File: src/hw/rtl/nfa_pkg.sv
// Shared types and constants of the next-fit identifier allocator.
package nfa_pkg;

  // Width of the identifier fields on the channels.
  localparam int unsigned ID_FIELD_W = 6;

  // Operation codes carried in the request transaction.
  localparam logic OP_ALLOCATE = 1'b0;
  localparam logic OP_RELEASE  = 1'b1;

  typedef enum logic [1:0] {
    ST_CLEAR,
    ST_IDLE,
    ST_SCAN
  } nfa_state_t;

  // Commands from the controller to the datapath.
  typedef struct packed {
    logic clr_step;
    logic rel_write;
    logic scan_begin;
    logic scan_step;
    logic grant;
    logic full;
  } nfa_cmd_t;

  // Status from the datapath to the controller.
  typedef struct packed {
    logic clr_last;
    logic probe_free;
    logic probe_wrap;
  } nfa_sts_t;

endpackage

File: src/hw/rtl/nfa_if.sv
// Channel interfaces for request and response transactions.
interface nfa_req_if;
  import nfa_pkg::*;

  logic                  valid;
  logic                  ready;
  logic                  operation;
  logic [ID_FIELD_W-1:0] release_id;

  modport source (output valid, output operation, output release_id, input ready);
  modport sink   (input valid, input operation, input release_id, output ready);
endinterface

interface nfa_rsp_if;
  import nfa_pkg::*;

  logic                  valid;
  logic                  ready;
  logic [ID_FIELD_W-1:0] granted_id;
  logic                  pool_full;

  modport source (output valid, output granted_id, output pool_full, input ready);
  modport sink   (input valid, input granted_id, input pool_full, output ready);
endinterface

File: src/hw/rtl/nfa_ctrl.sv
// Controller state machine of the next-fit identifier allocator.
module nfa_ctrl (
  input  logic             clk,
  input  logic             rst_n,
  input  logic             in_valid,
  input  logic             in_operation,
  output logic             in_ready,
  output logic             out_valid,
  input  logic             out_ready,
  input  nfa_pkg::nfa_sts_t sts,
  output nfa_pkg::nfa_cmd_t cmd
);
  import nfa_pkg::*;

  nfa_state_t state_r, state_nxt;
  logic       out_valid_r, out_valid_nxt;
  logic       accept;

  // A request is taken only when idle and the response register is free or draining.
  assign in_ready = (state_r == ST_IDLE) && (!out_valid_r || out_ready);
  assign accept   = in_valid && in_ready;

  always_comb begin
    state_nxt = state_r;
    case (state_r)
      ST_CLEAR: begin
        if (sts.clr_last) state_nxt = ST_IDLE;
      end
      ST_IDLE: begin
        if (accept && in_operation == OP_ALLOCATE) state_nxt = ST_SCAN;
      end
      ST_SCAN: begin
        if (sts.probe_free || sts.probe_wrap) state_nxt = ST_IDLE;
      end
      default: state_nxt = ST_CLEAR;
    endcase
  end

  always_comb begin
    cmd = '0;
    case (state_r)
      ST_CLEAR: begin
        cmd.clr_step = 1'b1;
      end
      ST_IDLE: begin
        if (accept) begin
          if (in_operation == OP_RELEASE) cmd.rel_write  = 1'b1;
          else                            cmd.scan_begin = 1'b1;
        end
      end
      ST_SCAN: begin
        if (sts.probe_free)      cmd.grant     = 1'b1;
        else if (sts.probe_wrap) cmd.full      = 1'b1;
        else                     cmd.scan_step = 1'b1;
      end
      default: ;
    endcase
  end

  always_comb begin
    out_valid_nxt = out_valid_r;
    if (cmd.rel_write || cmd.grant || cmd.full) out_valid_nxt = 1'b1;
    else if (out_ready)                         out_valid_nxt = 1'b0;
  end

  always_ff @(posedge clk) begin
    if (!rst_n) begin
      state_r     <= ST_CLEAR;
      out_valid_r <= 1'b0;
    end else begin
      state_r     <= state_nxt;
      out_valid_r <= out_valid_nxt;
    end
  end

  assign out_valid = out_valid_r;

endmodule

File: src/hw/rtl/nfa_dp.sv
// Datapath of the next-fit identifier allocator: used-map memory, pointers, result.
module nfa_dp #(
  parameter int unsigned ID_COUNT = 64
) (
  input  logic                           clk,
  input  logic                           rst_n,
  input  logic [nfa_pkg::ID_FIELD_W-1:0] release_id,
  input  nfa_pkg::nfa_cmd_t              cmd,
  output nfa_pkg::nfa_sts_t              sts,
  output logic [nfa_pkg::ID_FIELD_W-1:0] granted_id,
  output logic                           pool_full
);
  import nfa_pkg::*;

  localparam int unsigned ID_BITS = $clog2(ID_COUNT);
  localparam int unsigned CMP_W   = ID_BITS + 8;
  localparam logic [ID_BITS-1:0] LAST_ID = ID_BITS'(ID_COUNT - 1);

  // One used bit per identifier.
  logic used_mem [ID_COUNT];

  logic [ID_BITS-1:0]    clr_cnt_r, clr_cnt_nxt;
  logic [ID_BITS-1:0]    start_r, start_nxt;
  logic [ID_BITS-1:0]    probe_r, probe_nxt;
  logic [ID_BITS-1:0]    probe_inc;
  logic [ID_BITS-1:0]    rd_addr;
  logic                  rdata_r;
  logic [ID_BITS-1:0]    wr_addr;
  logic                  wr_data;
  logic                  wr_en;
  logic [ID_BITS-1:0]    rel_addr;
  logic                  rel_ok;
  logic [ID_FIELD_W-1:0] granted_id_r, granted_id_nxt;
  logic                  pool_full_r, pool_full_nxt;

  assign probe_inc = (probe_r == LAST_ID) ? '0 : probe_r + 1'b1;
  assign rel_addr  = ID_BITS'(release_id);
  assign rel_ok    = CMP_W'(release_id) < CMP_W'(ID_COUNT);

  always_comb begin
    if (cmd.scan_step)       rd_addr = probe_inc;
    else if (cmd.scan_begin) rd_addr = start_r;
    else                     rd_addr = probe_r;
  end

  always_comb begin
    wr_en   = 1'b0;
    wr_addr = probe_r;
    wr_data = 1'b0;
    if (cmd.clr_step) begin
      wr_en   = 1'b1;
      wr_addr = clr_cnt_r;
    end else if (cmd.rel_write) begin
      wr_en   = rel_ok;
      wr_addr = rel_addr;
    end else if (cmd.grant) begin
      wr_en   = 1'b1;
      wr_data = 1'b1;
    end
  end

  always_ff @(posedge clk) begin
    if (wr_en) used_mem[wr_addr] <= wr_data;
    rdata_r <= used_mem[rd_addr];
  end

  always_comb begin
    clr_cnt_nxt    = cmd.clr_step ? clr_cnt_r + 1'b1 : clr_cnt_r;
    start_nxt      = cmd.grant ? probe_inc : start_r;
    probe_nxt      = rd_addr;
    granted_id_nxt = granted_id_r;
    pool_full_nxt  = pool_full_r;
    if (cmd.rel_write) begin
      granted_id_nxt = '0;
      pool_full_nxt  = 1'b0;
    end else if (cmd.grant) begin
      granted_id_nxt = ID_FIELD_W'(probe_r);
      pool_full_nxt  = 1'b0;
    end else if (cmd.full) begin
      granted_id_nxt = '0;
      pool_full_nxt  = 1'b1;
    end
  end

  always_ff @(posedge clk) begin
    if (!rst_n) begin
      clr_cnt_r <= '0;
      start_r   <= '0;
    end else begin
      clr_cnt_r <= clr_cnt_nxt;
      start_r   <= start_nxt;
    end
  end

  always_ff @(posedge clk) begin
    probe_r      <= probe_nxt;
    granted_id_r <= granted_id_nxt;
    pool_full_r  <= pool_full_nxt;
  end

  assign sts.clr_last   = (clr_cnt_r == LAST_ID);
  assign sts.probe_free = !rdata_r;
  assign sts.probe_wrap = (probe_inc == start_r);

  assign granted_id = granted_id_r;
  assign pool_full  = pool_full_r;

endmodule

File: src/hw/rtl/next_fit_id_allocator.sv
// Top level of the next-fit identifier allocator.
//
//   Channel   Direction  Payload                   Handshake
//   in_req    sink       operation, release_id     valid / ready
//   out_rsp   source     granted_id, pool_full     valid / ready
//
// A release transaction's response is valid in the cycle after it is accepted.
// An allocate transaction probes one used bit per cycle through the single read
// port of the used-map memory, from the search pointer on until a free bit or a wrap.
// After reset a clearing pass writes every used bit to zero; no request is
// accepted during that pass.
// One request is in flight at a time; a stalled response blocks the next request.
module next_fit_id_allocator #(
  parameter int unsigned ID_COUNT = 64
) (
  input logic      clk,
  input logic      rst_n,
  nfa_req_if.sink  in_req,
  nfa_rsp_if.source out_rsp
);
  import nfa_pkg::*;

  nfa_cmd_t cmd;
  nfa_sts_t sts;

  // The controller sequences the clearing pass, the scan and the response handshake.
  nfa_ctrl u_ctrl (
    .clk          (clk),
    .rst_n        (rst_n),
    .in_valid     (in_req.valid),
    .in_operation (in_req.operation),
    .in_ready     (in_req.ready),
    .out_valid    (out_rsp.valid),
    .out_ready    (out_rsp.ready),
    .sts          (sts),
    .cmd          (cmd)
  );

  // The datapath holds the used-map, the rotating search pointer and the
  // registered response payload.
  nfa_dp #(
    .ID_COUNT (ID_COUNT)
  ) u_dp (
    .clk        (clk),
    .rst_n      (rst_n),
    .release_id (in_req.release_id),
    .cmd        (cmd),
    .sts        (sts),
    .granted_id (out_rsp.granted_id),
    .pool_full  (out_rsp.pool_full)
  );

endmodule
File: src/flat_wrapper.sv
// flat-port wrapper written by rule: the top's interface ports become plain ports
module next_fit_id_allocator_flat import nfa_pkg::*;
#(
  parameter int unsigned ID_COUNT = 64
)
  (clk, rst_n, in_req_valid, in_req_operation, in_req_release_id, in_req_ready, out_rsp_valid, out_rsp_granted_id, out_rsp_pool_full, out_rsp_ready);
  nfa_req_if in_req_i ();
  nfa_rsp_if out_rsp_i ();
  input logic clk;
  input logic rst_n;
  input wire logic [$bits(in_req_i.valid)-1:0] in_req_valid;
  input wire logic [$bits(in_req_i.operation)-1:0] in_req_operation;
  input wire logic [$bits(in_req_i.release_id)-1:0] in_req_release_id;
  output wire logic [$bits(in_req_i.ready)-1:0] in_req_ready;
  output wire logic [$bits(out_rsp_i.valid)-1:0] out_rsp_valid;
  output wire logic [$bits(out_rsp_i.granted_id)-1:0] out_rsp_granted_id;
  output wire logic [$bits(out_rsp_i.pool_full)-1:0] out_rsp_pool_full;
  input wire logic [$bits(out_rsp_i.ready)-1:0] out_rsp_ready;
  assign in_req_i.valid = in_req_valid;
  assign in_req_i.operation = in_req_operation;
  assign in_req_i.release_id = in_req_release_id;
  assign in_req_ready = in_req_i.ready;
  assign out_rsp_valid = out_rsp_i.valid;
  assign out_rsp_granted_id = out_rsp_i.granted_id;
  assign out_rsp_pool_full = out_rsp_i.pool_full;
  assign out_rsp_i.ready = out_rsp_ready;
  next_fit_id_allocator #(.ID_COUNT(ID_COUNT)) u_core (.clk(clk), .rst_n(rst_n), .in_req(in_req_i), .out_rsp(out_rsp_i));
endmodule
File: config.mk
export PLATFORM = sky130hd
export DESIGN_NAME = next_fit_id_allocator_flat
export DESIGN_NICKNAME = d
export VERILOG_FILES = /design/src/hw/rtl/nfa_pkg.sv /design/src/hw/rtl/nfa_if.sv /design/src/hw/rtl/nfa_ctrl.sv /design/src/hw/rtl/nfa_dp.sv /design/src/hw/rtl/next_fit_id_allocator.sv /design/src/flat_wrapper.sv
export SDC_FILE = /design/constraint.sdc
export NUM_CORES = 1
export LEC_CHECK = 0
export BUFFER_PORTS_ARGS = -buffer_cell sky130_fd_sc_hd__buf_2
export CAP_MARGIN = 20
export CORE_UTILIZATION = 65
export CTS_BUF_LIST = sky130_fd_sc_hd__clkbuf_4 sky130_fd_sc_hd__clkbuf_8 sky130_fd_sc_hd__clkbuf_16
export CTS_CLUSTER_DIAMETER = 40
export DETAILED_ROUTE_END_ITERATION = 6
export GPL_TIMING_DRIVEN = 0
export PLACE_DENSITY = 0.88
export SLEW_MARGIN = 20
export SYNTH_ARGS = -nofsm -noshare
export SYNTH_HDL_FRONTEND = slang
export SYNTH_SLANG_ARGS = --single-unit
File: constraint.sdc
create_clock -name clk -period 6.4 [get_ports clk]
set_clock_uncertainty 0.05 [all_clocks]
set_input_delay 0.32 -clock clk [delete_from_list [all_inputs] [get_ports clk]]
set_output_delay 0.32 -clock clk [all_outputs]
set_load 0.01 [all_outputs]
==> impl_summary.md, run 1 <==
Floorplan
The die height is 86.3 um. Measured along the x axis, the die boundary spans 86.3 um. The area of the core is 6830 um^2. The die covers 7460 um^2. For this configuration, the core starts out at a cell density of 67.7%. The top-level I/O count is 20. Row generation in the floorplan step produced 30 rows.

Flow run
The number of max-capacitance violations reported is 0.

Placement
At the end of routability-driven placement, the weighted congestion stood at 0.876. The sum of net half-perimeters after detailed placement is 7030 um. Port buffering added 19 buffers. OpenSTA, run right after detailed placement, puts the worst setup slack at 2.72 ns. The number of placed cells counting well taps is 512.

Summing all placed instances gives a cell area of 4870 um^2.

STA
The time the worst path needs with I/O delays and setup is 3.74 ns. The fraction of the cycle the final worst path needs is 58.4%. The hold violation total from the final report was 0.

The maximum clock rate is 0.268 GHz. Setup repair after global routing left no endpoint under its margin. The setup slack of the critical path after layout is 2.66 ns.

The setup TNS is 0 ns. Setup violations remaining at the end of the flow were counted as 0. The worst slew slack as a fraction of its limit is 35.4%. For the pin with the worst max-slew slack, the measured transition is 0.964 ns. The max-slew violation count is 0.

Hold is met by 0.187 ns.

Power and ir drop
Combinational logic is responsible for 20.4% of the overall power. The design draws 1.32 mW. The switching power as a share of total power is 29.8%. Dividing total power by cell area gives a power density of 260 nW/um^2. The clock network is responsible for 28.7% of the overall power.

The analysis attributes to cell leakage a power of 1.80 nW. Summed over all nets, the switching power comes to 0.392 mW. IR analysis of the VDD net gives a maximum drop of 0.000243 V. Per report_power, the sequential group accounts for 50.9% of the total. The cell internal power dissipation is 0.925 mW.

Global routing
Entering global routing, the biggest net connects 43 pins. The all-layer global routing usage is 28.5%. The wire length of the first global-routing pass is 15400 um. The number of global-route vias before repair is 3047. The number of antenna violations at the first check in global routing is 0. The total overflow left after global routing is 0.

Detailed routing
After detailed routing, the number of remaining DRC violations is 0. The number of vias per cell after detailed routing is 6.05. For this block, the initial DRC count from the detailed router was 224. The total number of vias is 3197.

In this run the remaining antenna-violating nets after routing total 0. Before antenna repair, the detailed router went through 6 iterations. The mean routed wirelength per cell is 18.7 um. Summed over all layers, the routed wires come to 9870 um.

Yosys
The number of different library cells used by synthesis comes to 67. The count of warnings emitted by yosys is 0. Yosys mapped a number of flops with a built-in enable equal to 64. The net count of the mapped netlist is 409. The synthesized instance count is 396. After synthesis, the share of flip-flops with an asynchronous set or reset is 0%. Each instance of the synthesized netlist takes up on average 11.7 um^2. The most frequently used flop master after synthesis is sky130_fd_sc_hd__edfxtp_1. Sequential elements use 54.1% of the synthesized area. The total of flip-flops plus latches after synthesis is 93.

The mapped netlist covers 4620 um^2.

Critical path
Data arrives at the worst endpoint at 3.95 ns. Data on the critical path is required at its endpoint by 6.62 ns. STA classifies the critical path startpoint as a flip-flop. The critical path is of the reg2reg type. STA classifies the critical path endpoint as a flip-flop. The biggest fanout along the worst timing path is 10.

CTS
The clock buffer count from CTS is 9. The tree is rooted in a sky130_fd_sc_hd__clkbuf_8. TritonCTS built the clock tree. Clock-pin slew was measured on the worst setup and hold paths at 0.10 ns. In this run, post-CTS hold repair placed 0 buffers. Once the clock tree was built, the setup fixing pass inserted 0 buffers. The total number of clock tree sinks is 93. For the worst-skew pair, the clock arrives at the later sink with an insertion delay of 0.37 ns. The longest clock path from root to sink contains 2 buffers. Gates resized during post-CTS repair numbered 0. The CTS H-tree depth is 3.

Min path
The class of the worst hold path is in2reg.

Cells and area
The count of cells in the finished layout, fillers not included, comes to 528. The final layout contains 440 nets. Once layout is complete, the utilization of the core stands at 74.1%. The finished layout cell area is 5060 um^2. The total inserted antenna cells is 0. The synthesis-to-layout area growth is 9.47%. In the final layout, the share of cells above drive strength 1 is 19.0%.

Run status
The run finished with clean final reports.
placed cells by master, fill, tap and decap left out, types with 4 or more instances in the layout:
cell type	count
sky130_fd_sc_hd__buf_6	6
sky130_fd_sc_hd__nor2_1	74
sky130_fd_sc_hd__mux2i_1	26
sky130_fd_sc_hd__and2_1	5
sky130_fd_sc_hd__clkbuf_1	7
sky130_fd_sc_hd__clkbuf_8	11
sky130_fd_sc_hd__xnor2_1	9
sky130_fd_sc_hd__edfxtp_1	64
sky130_fd_sc_hd__o21ai_0	5
sky130_fd_sc_hd__mux4_2	8
sky130_fd_sc_hd__a21oi_1	8
sky130_fd_sc_hd__nand3_1	16
sky130_fd_sc_hd__buf_2	20
sky130_fd_sc_hd__nand4_1	6
sky130_fd_sc_hd__nand2_1	31
sky130_fd_sc_hd__nor3_1	4
sky130_fd_sc_hd__a211oi_1	5
sky130_fd_sc_hd__nor2b_1	9
sky130_fd_sc_hd__a22o_1	5
sky130_fd_sc_hd__dfxtp_1	29
sky130_fd_sc_hd__mux2_2	4
sky130_fd_sc_hd__or3_1	4
routing by layer:
layer,wire length (um),GRT usage [%]
met3,589,6.95
met2,4950,47.4
met5,0,0
met1,4110,36.6
met4,221,10.6
worst paths after layout:
check | from | endpoint | slack (ns) | cells past startpoint
max | u_core.u_dp.probe_r[0]$_DFF_P_ | u_core.u_dp.rdata_r$_DFF_P_ | 2.66 | 13
max reg2reg | u_core.u_dp.probe_r[0]$_DFF_P_ | u_core.u_dp.rdata_r$_DFF_P_ | 2.66 | 13
min reg2reg | u_core.u_dp.granted_id[2]$_SDFFE_PP0P_ | u_core.u_dp.granted_id[2]$_SDFFE_PP0P_ | 0.43 | 1
min | rst_n | u_core.u_ctrl.state_r[1]$_SDFFE_PN0P_ | 0.19 | 2
sequential cells by signal (all words and copies together) (netlist names):
signal / flops
u_core.u_dp.used_mem: 64
u_core.u_dp.probe_r: 6
u_core.u_dp.clr_cnt_r: 6
u_core.u_dp.pool_full: 1
u_core.u_ctrl.out_valid: 1
u_core.u_dp.granted_id: 6
u_core.u_dp.rdata_r: 1
u_core.u_dp.start_r: 6
u_core.u_ctrl.state_r: 2
power groups by stage:
stage / sequential [mW] / clock (mW) / combinational (mW)
floorplan: 0.680 / 0 / 0.201
global placement: 0.682 / 0 / 0.257
detailed placement: 0.683 / 0 / 0.264
CTS: 0.669 / 0.383 / 0.266
global route: 0.672 / 0.407 / 0.287
finish: 0.670 / 0.378 / 0.269
kinds of logic (layout without fill, tap and decap cells):
| kind of cell | after synthesis | after routing | share of synthesized area, % |
|---|---|---|---|
| DFF | 93 | 93 | 54.1 |
| adders and majority gates | 2 | 2 | 0.541 |
| buffers and inverters | 22 | 58 | 3.57 |
| muxes | 40 | 40 | 11.6 |
| xor gates and xnor gates | 11 | 11 | 2.08 |
| and+or+nand+nor | 171 | 171 | 17.9 |
| AOI/OAI and AO/OA | 57 | 57 | 10.1 |
synth_stat cells, drive strengths merged, types with 2 or more instances:
library cell | instances | area share [%]
nor2 | 75 | 6.3
edfxtp | 64 | 42
nand2 | 31 | 2.5
dfxtp | 29 | 13
mux2i | 26 | 5.6
nand3 | 17 | 1.9
clkbuf | 10 | 1.2
mux4 | 10 | 5.0
o21ai | 10 | 1.6
nor2b | 9 | 1.2
xnor2 | 9 | 1.7
a21oi | 8 | 0.87
buf | 8 | 2.0
and2 | 7 | 1.0
a211oi | 6 | 1.2
a22o | 6 | 1.2
nand4 | 6 | 0.81
nor3 | 5 | 0.65
and3 | 4 | 0.65
inv | 4 | 0.32
mux2 | 4 | 0.97
or3 | 4 | 0.54
and4 | 3 | 0.65
nand2b | 3 | 0.41
o211a | 3 | 0.65
o21a | 3 | 0.49
a21boi | 2 | 0.32
a22oi | 2 | 0.32
a311o | 2 | 0.43
a31oi | 2 | 0.41
ha | 2 | 0.54
nor3b | 2 | 0.43
o22ai | 2 | 0.41
xor2 | 2 | 0.38
worst max-delay path, stage by stage (launching register included):
cell	delay, ns
sky130_fd_sc_hd__dfxtp_1	0.51
sky130_fd_sc_hd__ha_1	0.32
sky130_fd_sc_hd__and3_4	0.21
sky130_fd_sc_hd__buf_6	0.11
sky130_fd_sc_hd__a31oi_2	0.13
sky130_fd_sc_hd__xnor2_1	0.29
sky130_fd_sc_hd__o2111a_2	0.31
sky130_fd_sc_hd__nor2_4	0.07
sky130_fd_sc_hd__o21ai_4	0.32
sky130_fd_sc_hd__buf_6	0.24
sky130_fd_sc_hd__mux4_2	0.54
sky130_fd_sc_hd__a21oi_1	0.20
sky130_fd_sc_hd__and4_2	0.26
sky130_fd_sc_hd__nor3_2	0.05
area by class of cell:
| type | instances | area (um^2) |
|---|---|---|
| timing repair buffer | 20 | 123 |
| buffer | 18 | 151 |
| clock buffer | 9 | 124 |
| inverter | 4 | 15.0 |
| tap | 96 | 120 |
| fill | 480 | 1770 |
| multi-input combinational | 281 | 1960 |
| clock inverter | 7 | 70.1 |
| sequential | 93 | 2500 |
Note: power is estimated with default switching activity, not from simulation.
==> inputs of run 2 (changes only) <==
- CORE_UTILIZATION: 65 -> 61
- PLACE_DENSITY: 0.88 -> 0.84
- clock period: 6.4 -> 3.5 ns (I/O delays scaled with it)
==> impl_summary.md, run 2 (synthesis results as in run 1) <==
Critical path
The startpoint type of the worst setup path was a flip-flop (unchanged). The end of the worst register-to-register path was u_core.u_dp.rdata_r$_DFF_P_ (unchanged). The biggest fanout along the worst timing path was 10 (unchanged). The depth of the most critical reg-to-reg path was 15 (was 13). The minimum setup slack among reg-to-reg paths is 0.19 ns (was 2.66 ns).

The start of the worst register-to-register path was u_core.u_dp.probe_r[0]$_DFF_P_ (unchanged). The most used cell along the critical path is sky130_fd_sc_hd__mux2i_1 (was sky130_fd_sc_hd__buf_6). The slowest cell on the critical path is sky130_fd_sc_hd__dfxtp_4 (was sky130_fd_sc_hd__mux4_2). The data arrival time of the critical path is 3.52 ns (was 3.95 ns). The peak per-stage delay on the critical path was 0.40 ns (was 0.54 ns). Sequence of cells on the critical path: ha_4 -> and3_4 -> buf_6 -> xnor2_1 -> or3_1 -> nor3b_2 -> a32o_2 -> buf_6 -> buf_12 -> mux2i_1 -> mux2i_1 -> mux2i_1 -> o2bb2a_2 -> a21oi_1 -> nor3_2 (was ha_1 -> and3_4 -> buf_6 -> a31oi_2 -> xnor2_1 -> o2111a_2 -> nor2_4 -> o21ai_4 -> buf_6 -> mux4_2 -> a21oi_1 -> and4_2 -> nor3_2). The category of the most critical setup path is reg2reg (unchanged). The category of the worst setup path capture point is a flip-flop (unchanged).

The data required time at the worst endpoint is 3.70 ns (was 6.62 ns).

Min path
The capture endpoint of the worst hold path is u_core.u_ctrl.state_r[1]$_SDFFE_PN0P_ (unchanged). The class of the worst hold path was in2reg (unchanged). The startpoint of the tightest hold check path is rst_n (unchanged). The count of cells along the worst hold path is 2 (unchanged).

Global routing
The all-layer global routing usage is 27.0% (was 28.5%). The overall overflow remaining after global route is 0 (unchanged). The pin count of the biggest net entering global routing is 51 (was 43). The number of antenna violations at the first check in global routing is 0 (unchanged).

The wire length of the first global-routing pass is 15300 um (was 15400 um). The number of global-route vias before repair is 3158 (was 3047).

Detailed routing
The mean routed wirelength per cell came to 18.2 um (was 18.7 um). The number of nets with antenna violations after routing is 0 (unchanged). The total number of vias is 3281 (was 3197). The number of vias per cell after detailed routing is 6.11 (was 6.05). The number of DRC markers in iteration 0 is 261 (was 224).

The iteration count of the initial detailed-routing pass came to 5 (was 6). The final wirelength is 9780 um (was 9870 um). The number of DRC violations after detailed routing is 0 (unchanged).

Cells and area
The synthesis-to-layout area growth is 10.8% (was 9.47%). The leading cell type in the layout, fill and taps excluded is sky130_fd_sc_hd__nor2_1 (unchanged). The final-stage net count is 446 (was 440).

The fraction of final layout cells with drive strength greater than 1 is 20.8% (was 19.0%). The register ranked first by flip-flop count was u_core.u_dp.used_mem (unchanged). The flip-flop count of the largest register, all copies and words added is 64 (unchanged). The filler cell count in the final layout came to 536 (was 480).

Most frequent cells in the layout: 74 x sky130_fd_sc_hd__nor2_1, 64 x sky130_fd_sc_hd__edfxtp_1, 31 x sky130_fd_sc_hd__nand2_1 (unchanged). The total inserted antenna cells is 0 (unchanged).

CTS
The root cell of the clock tree is sky130_fd_sc_hd__clkbuf_8 (unchanged). The clock buffer count from CTS is 9 (unchanged). The number of hold buffers added after CTS is 0 (unchanged).

The clock latency on the worst-skew pair is 0.37 ns (about the same). The total number of clock tree sinks came to 93 (unchanged). The largest buffer count on any clock path came to 2 (unchanged).

The clock tree from TritonCTS is built (unchanged). The clock-pin slew reported for the worst setup and hold paths after clock tree synthesis is 0.10 ns (about the same). The CTS H-tree depth was 3 (unchanged).

Power and ir drop
The cell internal power dissipation is 1.72 mW (was 0.925 mW). The leakage component of the power was 1.83 nW (was 1.80 nW). The part of the power in registers came to 50.4% (was 50.9%). The overall power of the completed layout is 2.44 mW (was 1.32 mW). The maximum vdd ir drop came to 0.000331 V (was 0.000243 V). The total power divided by cell area is 475 nW/um^2 (was 260 nW/um^2). The share of power burned in combinational logic was 21.3% (was 20.4%).

The switching power of the nets is 0.716 mW (was 0.392 mW). The switching power as a share of total power is 29.4% (was 29.8%). The proportion of power drawn by the clock network was 28.2% (was 28.7%).

Floorplan
The die height is 89.1 um (was 86.3 um). The area of the core is 7290 um^2 (was 6830 um^2). The die span in x came to 89.1 um (was 86.3 um). The top-level I/O count is 20 (unchanged). The initial cell density of the core is 63.4% (was 67.7%). The area enclosed by the die boundary is 7930 um^2 (was 7460 um^2). The number of rows in the core area was 31 (was 30).

STA
The max-slew violation count is 0 (unchanged). The maximum clock rate is 0.302 GHz (was 0.268 GHz). The worst slew slack as a fraction of its limit is 37.6% (was 35.4%).

The count of final setup violators came to 0 (unchanged). The slew of the pin with the lowest slew margin was 0.931 ns (was 0.964 ns). The time the worst path needs with I/O delays and setup is 3.31 ns (was 3.74 ns). The fraction of the cycle the final worst path needs was 94.7% (was 58.4%).

Setup repair after global routing missed its margin: no (unchanged). The setup TNS is 0 ns (unchanged). The hold violation total from the final report is 0 (unchanged).

The final worst hold slack is 0.0573 ns (was 0.187 ns).

Placement
The sum of net half-perimeters after detailed placement is 6840 um (was 7030 um). The global placer's final weighted congestion is 0.911 (was 0.876). The quantity of I/O buffers inserted on ports came to 19 (unchanged).

Flow run
The number of max-capacitance violations reported is 0 (unchanged).

Run status
Outcome: complete, no violations (unchanged).
run 2: cell count changes in the layout (fill, tap and decap cells not counted), sizes merged:
cell / before / now
clkinv: 4 / 2
inv: 6 / 9
buf: 28 / 34
clkinvlp: 1 / 0
run 2: repair_timing:
action | CTS | global route
buffers inserted | 6 | 0
endpoints found under the setup margin | 1 | 1
gates resized for setup | 1 | 5
pin swaps | 2 | 0
run 2: area by class of cell:
| type | instances | area [um^2] | share of cell area, % |
|---|---|---|---|
| sequential | 93 | 2510 | 48.9 |
| clock inverter | 7 | 63.8 | 1.25 |
| multi-input combinational | 281 | 1980 | 38.6 |
| buffer | 18 | 151 | 2.96 |
| tap | 99 | 124 | 2.42 |
| inverter | 4 | 15.0 | 0.293 |
| clock buffer | 9 | 124 | 2.42 |
| timing repair buffer | 26 | 160 | 3.13 |
run 2: worst max-delay path by stage:
stage,startpoint,end,slack (ns)
CTS,u_core.u_dp.probe_r[1]$_DFF_P_,u_core.u_dp.rdata_r$_DFF_P_,0.06
finish,u_core.u_dp.probe_r[0]$_DFF_P_,u_core.u_dp.rdata_r$_DFF_P_,0.19
floorplan,u_core.u_dp.probe_r[0]$_DFF_P_,u_core.u_dp.rdata_r$_DFF_P_,0.35
global placement,u_core.u_dp.probe_r[0]$_DFF_P_,u_core.u_dp.rdata_r$_DFF_P_,-0.11
detailed placement,u_core.u_dp.probe_r[0]$_DFF_P_,u_core.u_dp.rdata_r$_DFF_P_,-0.13
global route,u_core.u_dp.probe_r[0]$_DFF_P_,u_core.u_dp.rdata_r$_DFF_P_,0.02
run 2: power by group through the flow:
stage	Sequential, mW	Combinational (mW)	Clock [mW]
floorplan	1.24	0.367	0
global placement	1.25	0.466	0
detailed placement	1.25	0.481	0
CTS	1.22	0.504	0.701
global route	1.23	0.559	0.741
finish	1.23	0.519	0.688
run 2: per-stage QoR:
stage / std cells / instance area, um^2 / utilization (%) / worst slack (ns)
3_5_place_dp: 515 / 4860 / 66.7 / -0.134
6_report: 537 / 5120 / 70.2 / 0.185
5_1_grt: 537 / 5120 / 70.2 / 0.0213
3_3_place_gp: 514 / 4840 / 66.4 / -0.110
4_1_cts: 537 / 5100 / 69.9 / 0.0621
2_1_floorplan: 396 / 4620 / - / 0.345
run 2: per-layer routing:
layer	up-vias	track usage, %	wire, um
met5	-	0	0
met4	0	11.7	300
met3	24	5.72	566
met2	102	45.2	4780
met1	1606	34.2	4130
li1	1549	-	-
run 2: worst max-delay path, delay by kind of cell (launching register included):
family	cells	cell delay [ns]
AND/OR/NAND/NOR	4	0.83
AO/OA/AOI/OAI	3	0.63
multiplexers	3	0.56
flip-flops	1	0.40
buffers and inverters	3	0.39
adder cells (fa/ha/maj)	1	0.19
XOR/XNOR	1	0.16
